--- config.mk ---
export PLATFORM = sky130hd
export DESIGN_NAME = fsla_cfg_regs
export DESIGN_NICKNAME = d
export VERILOG_FILES = /design/src/rtl/fsla_pkg.sv /design/src/rtl/fsla_cfg_regs.sv
export SDC_FILE = /design/constraint.sdc
export NUM_CORES = 1
export LEC_CHECK = 0
export BUFFER_PORTS_ARGS = -buffer_cell sky130_fd_sc_hd__buf_2
export CAP_MARGIN = 20
export CORE_MARGIN = 1
export CORE_UTILIZATION = 52
export DETAILED_ROUTE_END_ITERATION = 6
export GPL_TIMING_DRIVEN = 0
export PLACE_DENSITY = 0.83
export SLEW_MARGIN = 5
export SYNTH_ARGS = -nofsm -noshare
export SYNTH_HDL_FRONTEND = slang
export SYNTH_SLANG_ARGS = --single-unit
--- constraint.sdc ---
create_clock -name i_clk -period 2 [get_ports i_clk]
set_input_delay 0 -clock i_clk [delete_from_list [all_inputs] [get_ports i_clk]]
set_output_delay 0 -clock i_clk [all_outputs]
set_load 0.02 [all_outputs]
--- src/rtl/fsla_pkg.sv ---
// ----------------------------------------------------------------------------
// Free-list allocator package
// Shared types, constants and the object-size rounding function.
// ----------------------------------------------------------------------------
package fsla_pkg;

    localparam int SLOT_BYTES = 8;
    localparam int SLOT_SHIFT = 3;
    localparam int NUM_REGS   = 4;
    localparam int CFG_IDX_W  = 2;
    localparam int SIZE_REG_W = 13;
    localparam int RSIZE_W    = SIZE_REG_W + 1;
    localparam int ADDR_W     = 15;
    localparam int COUNT_W    = 32;

    localparam logic [SIZE_REG_W-1:0] SIZE_RESET = SIZE_REG_W'(SLOT_BYTES);

    typedef enum logic {
        OP_ALLOC = 1'b0,
        OP_FREE  = 1'b1
    } t_opcode;

    typedef struct packed {
        logic                  we;
        logic [CFG_IDX_W-1:0]  index;
        logic [SIZE_REG_W-1:0] data;
    } t_cfg_wr;

    typedef logic [NUM_REGS-1:0][SIZE_REG_W-1:0] t_size_array;

    // Rounds an object size up to a whole number of slots, at least one slot.
    function automatic logic [RSIZE_W-1:0] round_size(input logic [SIZE_REG_W-1:0] size);
        logic [RSIZE_W-1:0] r;
        r = {1'b0, size} + RSIZE_W'(SLOT_BYTES - 1);
        r[SLOT_SHIFT-1:0] = '0;
        if (r == '0) begin
            r = RSIZE_W'(SLOT_BYTES);
        end
        return r;
    endfunction

endpackage

--- src/rtl/fsla_cfg_regs.sv ---
// ----------------------------------------------------------------------------
// Object size registers
// One size register per cache, written through the plain write port.
// ----------------------------------------------------------------------------
module fsla_cfg_regs
    import fsla_pkg::*;
(
    input  logic        i_clk,
    input  logic        i_rst_n,
    input  t_cfg_wr     i_wr,
    output t_size_array o_sizes
);

    t_size_array r_sizes;
    t_size_array n_sizes;

    always_comb begin
        n_sizes = r_sizes;
        if (i_wr.we) begin
            n_sizes[i_wr.index] = i_wr.data;
        end
    end

    always_ff @(posedge i_clk) begin
        if (!i_rst_n) begin
            r_sizes <= {NUM_REGS{SIZE_RESET}};
        end else begin
            r_sizes <= n_sizes;
        end
    end

    assign o_sizes = r_sizes;

endmodule

==> summary.md <==
| Metric | Value |
|---|---|
| Top Usage Layer GRT | `met2` |
| Area growth syn-to-layout | `31.02%` |
| Top Family by Delay on Critical Path | `flip-flops` |
| CTS H-tree depth | `2` |
| Met2 Usage GRT | `42.93%` |
| Pin count of the biggest net entering global routing | `15` |
| Layout Nets | `292` |
| First-pass iteration count of the detailed router | `4` |
| Die area | `3923 um^2` |
| ANT cells | `0` |
| Slew headroom | `62.43%` |
| I/O Buffers | `68` |
| Hpwl dp | `3010 um` |
| Starting density of the core | `55.97%` |
| Final setup vio count | `0` |
| GPL Wtd Cong | `0.7213` |
| Max-Cap Viols | `0` |
| Gr ovfl total | `0` |
| Worst hold margin | `0.04023 ns` |
| Gate Count Post-Synth | `186` |
| Cell area after synthesis | `1912 um^2` |
| Kind of critical path | `flip-flop to output port` |
| Unique masters post-synth | `11` |
| Critical Path AT | `0.93 ns` |
| Hold crit path type | `input pin to flip-flop` |
| Register area share after synthesis | `54.45%` |
| Tmin final | `0.9327 ns` |
| Average cell area after synthesis | `10.28 um^2` |
| Slew Limit Fails | `0` |
| Worst-Margin Slew | `0.5635 ns` |
| Worst-Skew Late Latency | `0.37 ns` |
| Drt wl/cell | `14.25 um` |
| Worst path required time | `2.00 ns` |
| Initial antenna violation count | `0` |
| Routed via count | `1585` |
| Max FO, Critical Path | `2` |
| Final period utilization | `46.64%` |
| Buffers & Inverters on Critical Path | `1` |
| First-pass GRT wire length | `7603 um` |
| IO Pins | `70` |
| CTS Buf Count | `5` |
| Status | `finished, final reports clean` |
| Syn. warnings | `0` |
| Ratio of cells with drive above 1 in the final layout | `29.93%` |
| Final setup TNS | `0 ns` |
| Non-Filler Instances | `320` |
| Worst path slowest cell | `dfxtp_1` |
| Final hold violation count | `0` |
| Pwr dens | `739.1 nW/um^2` |
| Worst-path clk slew | `0.14 ns` |
| Max frequency | `1072 MHz` |
| Synth Register Bits | `52` |
| Crit path cell chain | `buf_2` |
| CP peak stage delay | `0.39 ns` |
| Gr usage total | `25.52%` |
| Max FFs per register | `52` |
| Cells after DPL | `300` |
| Crit end category | `output port` |
| Die H | `62.64 um` |
| Routed WL | `4561 um` |
| Syn_nets | `204` |
| CTS tree | `done` |
| CP Launch Type | `flip-flop` |
| Via/cell ratio | `4.953` |
| DRC | `0` |
| Layout Skew | `0 ns` |
| Row count | `21` |
| Grt met3 use | `7.299%` |
| Met1 usage | `30.94%` |
| Clk sinks | `52` |
| Die width | `62.64 um` |
| RSZ-0062 raised after global routing | `no` |
| Leak Pwr | `1.354 nW` |
| Post-route ant nets | `0` |
| Initial drt markers | `54` |
| Number of global-route vias before repair | `1621` |
| Core ar. | `3416 um^2` |
| Worst IR Drop VDD | `0.5937 mV` |
| Max Buffers Root-to-Sink | `2` |
| Root Buffer | `clkbuf_4` |
==> layout by cell type (no fill, tap or decap), drive strengths merged <==
master	instances
buf	75
nand2	60
mux2i	52
dfxtp	52
dlygate4sd3	13
clkbuf	13
nor2b	5
or3b	1
and3b	1
nand3b	1
nand3	1
==> per-layer routing <==
| metal | routed length (um) | up-vias | part of all wire, % |
|---|---|---|---|
| met2 | 2103 | 55 | 46 |
| met3 | 310 | 5 | 6.8 |
| met4 | 50 | 0 | 1.1 |
| li1 | - | 782 | - |
| met1 | 2097 | 743 | 46 |
| met5 | 0 | - | 0 |
==> cell usage after synthesis (all sizes together) <==
cell type / number / area share (%)
or3b: 1 / 0.46
nor2b: 5 / 1.6
and3b: 1 / 0.46
nand3: 1 / 0.26
buf: 7 / 2.2
nand2: 60 / 12
mux2i: 52 / 27
nand3b: 1 / 0.39
clkbuf: 6 / 1.2
dfxtp: 52 / 54
==> through the flow <==
step	power (mW)	utilization, %	worst slack [ns]	area (um^2)
after floorplan	1.250	-	1.121	1912
after global placement	1.326	67.62	0.9131	2310
after detailed placement	1.331	67.62	0.9049	2310
after CTS	1.847	73.33	1.079	2505
after global routing	1.907	73.33	1.044	2505
final	1.851	73.33	1.067	2505
==> final timing paths <==
kind / end / cells past startpoint / slack [ns] / startpoint
setup reg to reg: o_sizes[29] / 2 / 1.31 / o_sizes[29]
hold / removal: o_sizes[42] / 3 / 0.04 / i_rst_n
hold reg to reg: o_sizes[18] / 2 / 0.47 / o_sizes[18]
setup / recovery: o_sizes[29] / 1 / 1.07 / o_sizes[29]
==> where the power goes <==
group          switching [mW]  total [mW]  internal, mW  leakage (nW)
clock network           0.322       0.522         0.200        0.0374
registers              0.0183        1.09          1.07         0.423
logic                   0.142       0.238        0.0961         0.893
total                   0.482        1.85          1.37          1.35
==> cell families (layout without fill, tap and decap cells) <==
logic type / after synthesis / after routing / share of synthesized area, %
flip-flops: 52 / 52 / 54.45
AND/OR/NAND/NOR: 69 / 69 / 14.99
buffers and inverters: 13 / 101 / 3.338
multiplexers: 52 / 52 / 27.23
==> final cells by class <==
cell class	count	area, um^2
sequential	52	1041
clock buffer	7	65.06
timing repair buffer	81	470.5
buffer	13	63.81
multi-input combinational	121	807.0
fill	272	910.9
tap	46	57.56
==> timing repair <==
| action | CTS | global route |
|---|---|---|
| buffers inserted | 0 | 0 |
| endpoints found under the hold margin | 52 | 0 |
| resized for setup | 0 | 0 |
| hold buffers | 13 | 0 |
(Power assumes the default switching activity.)
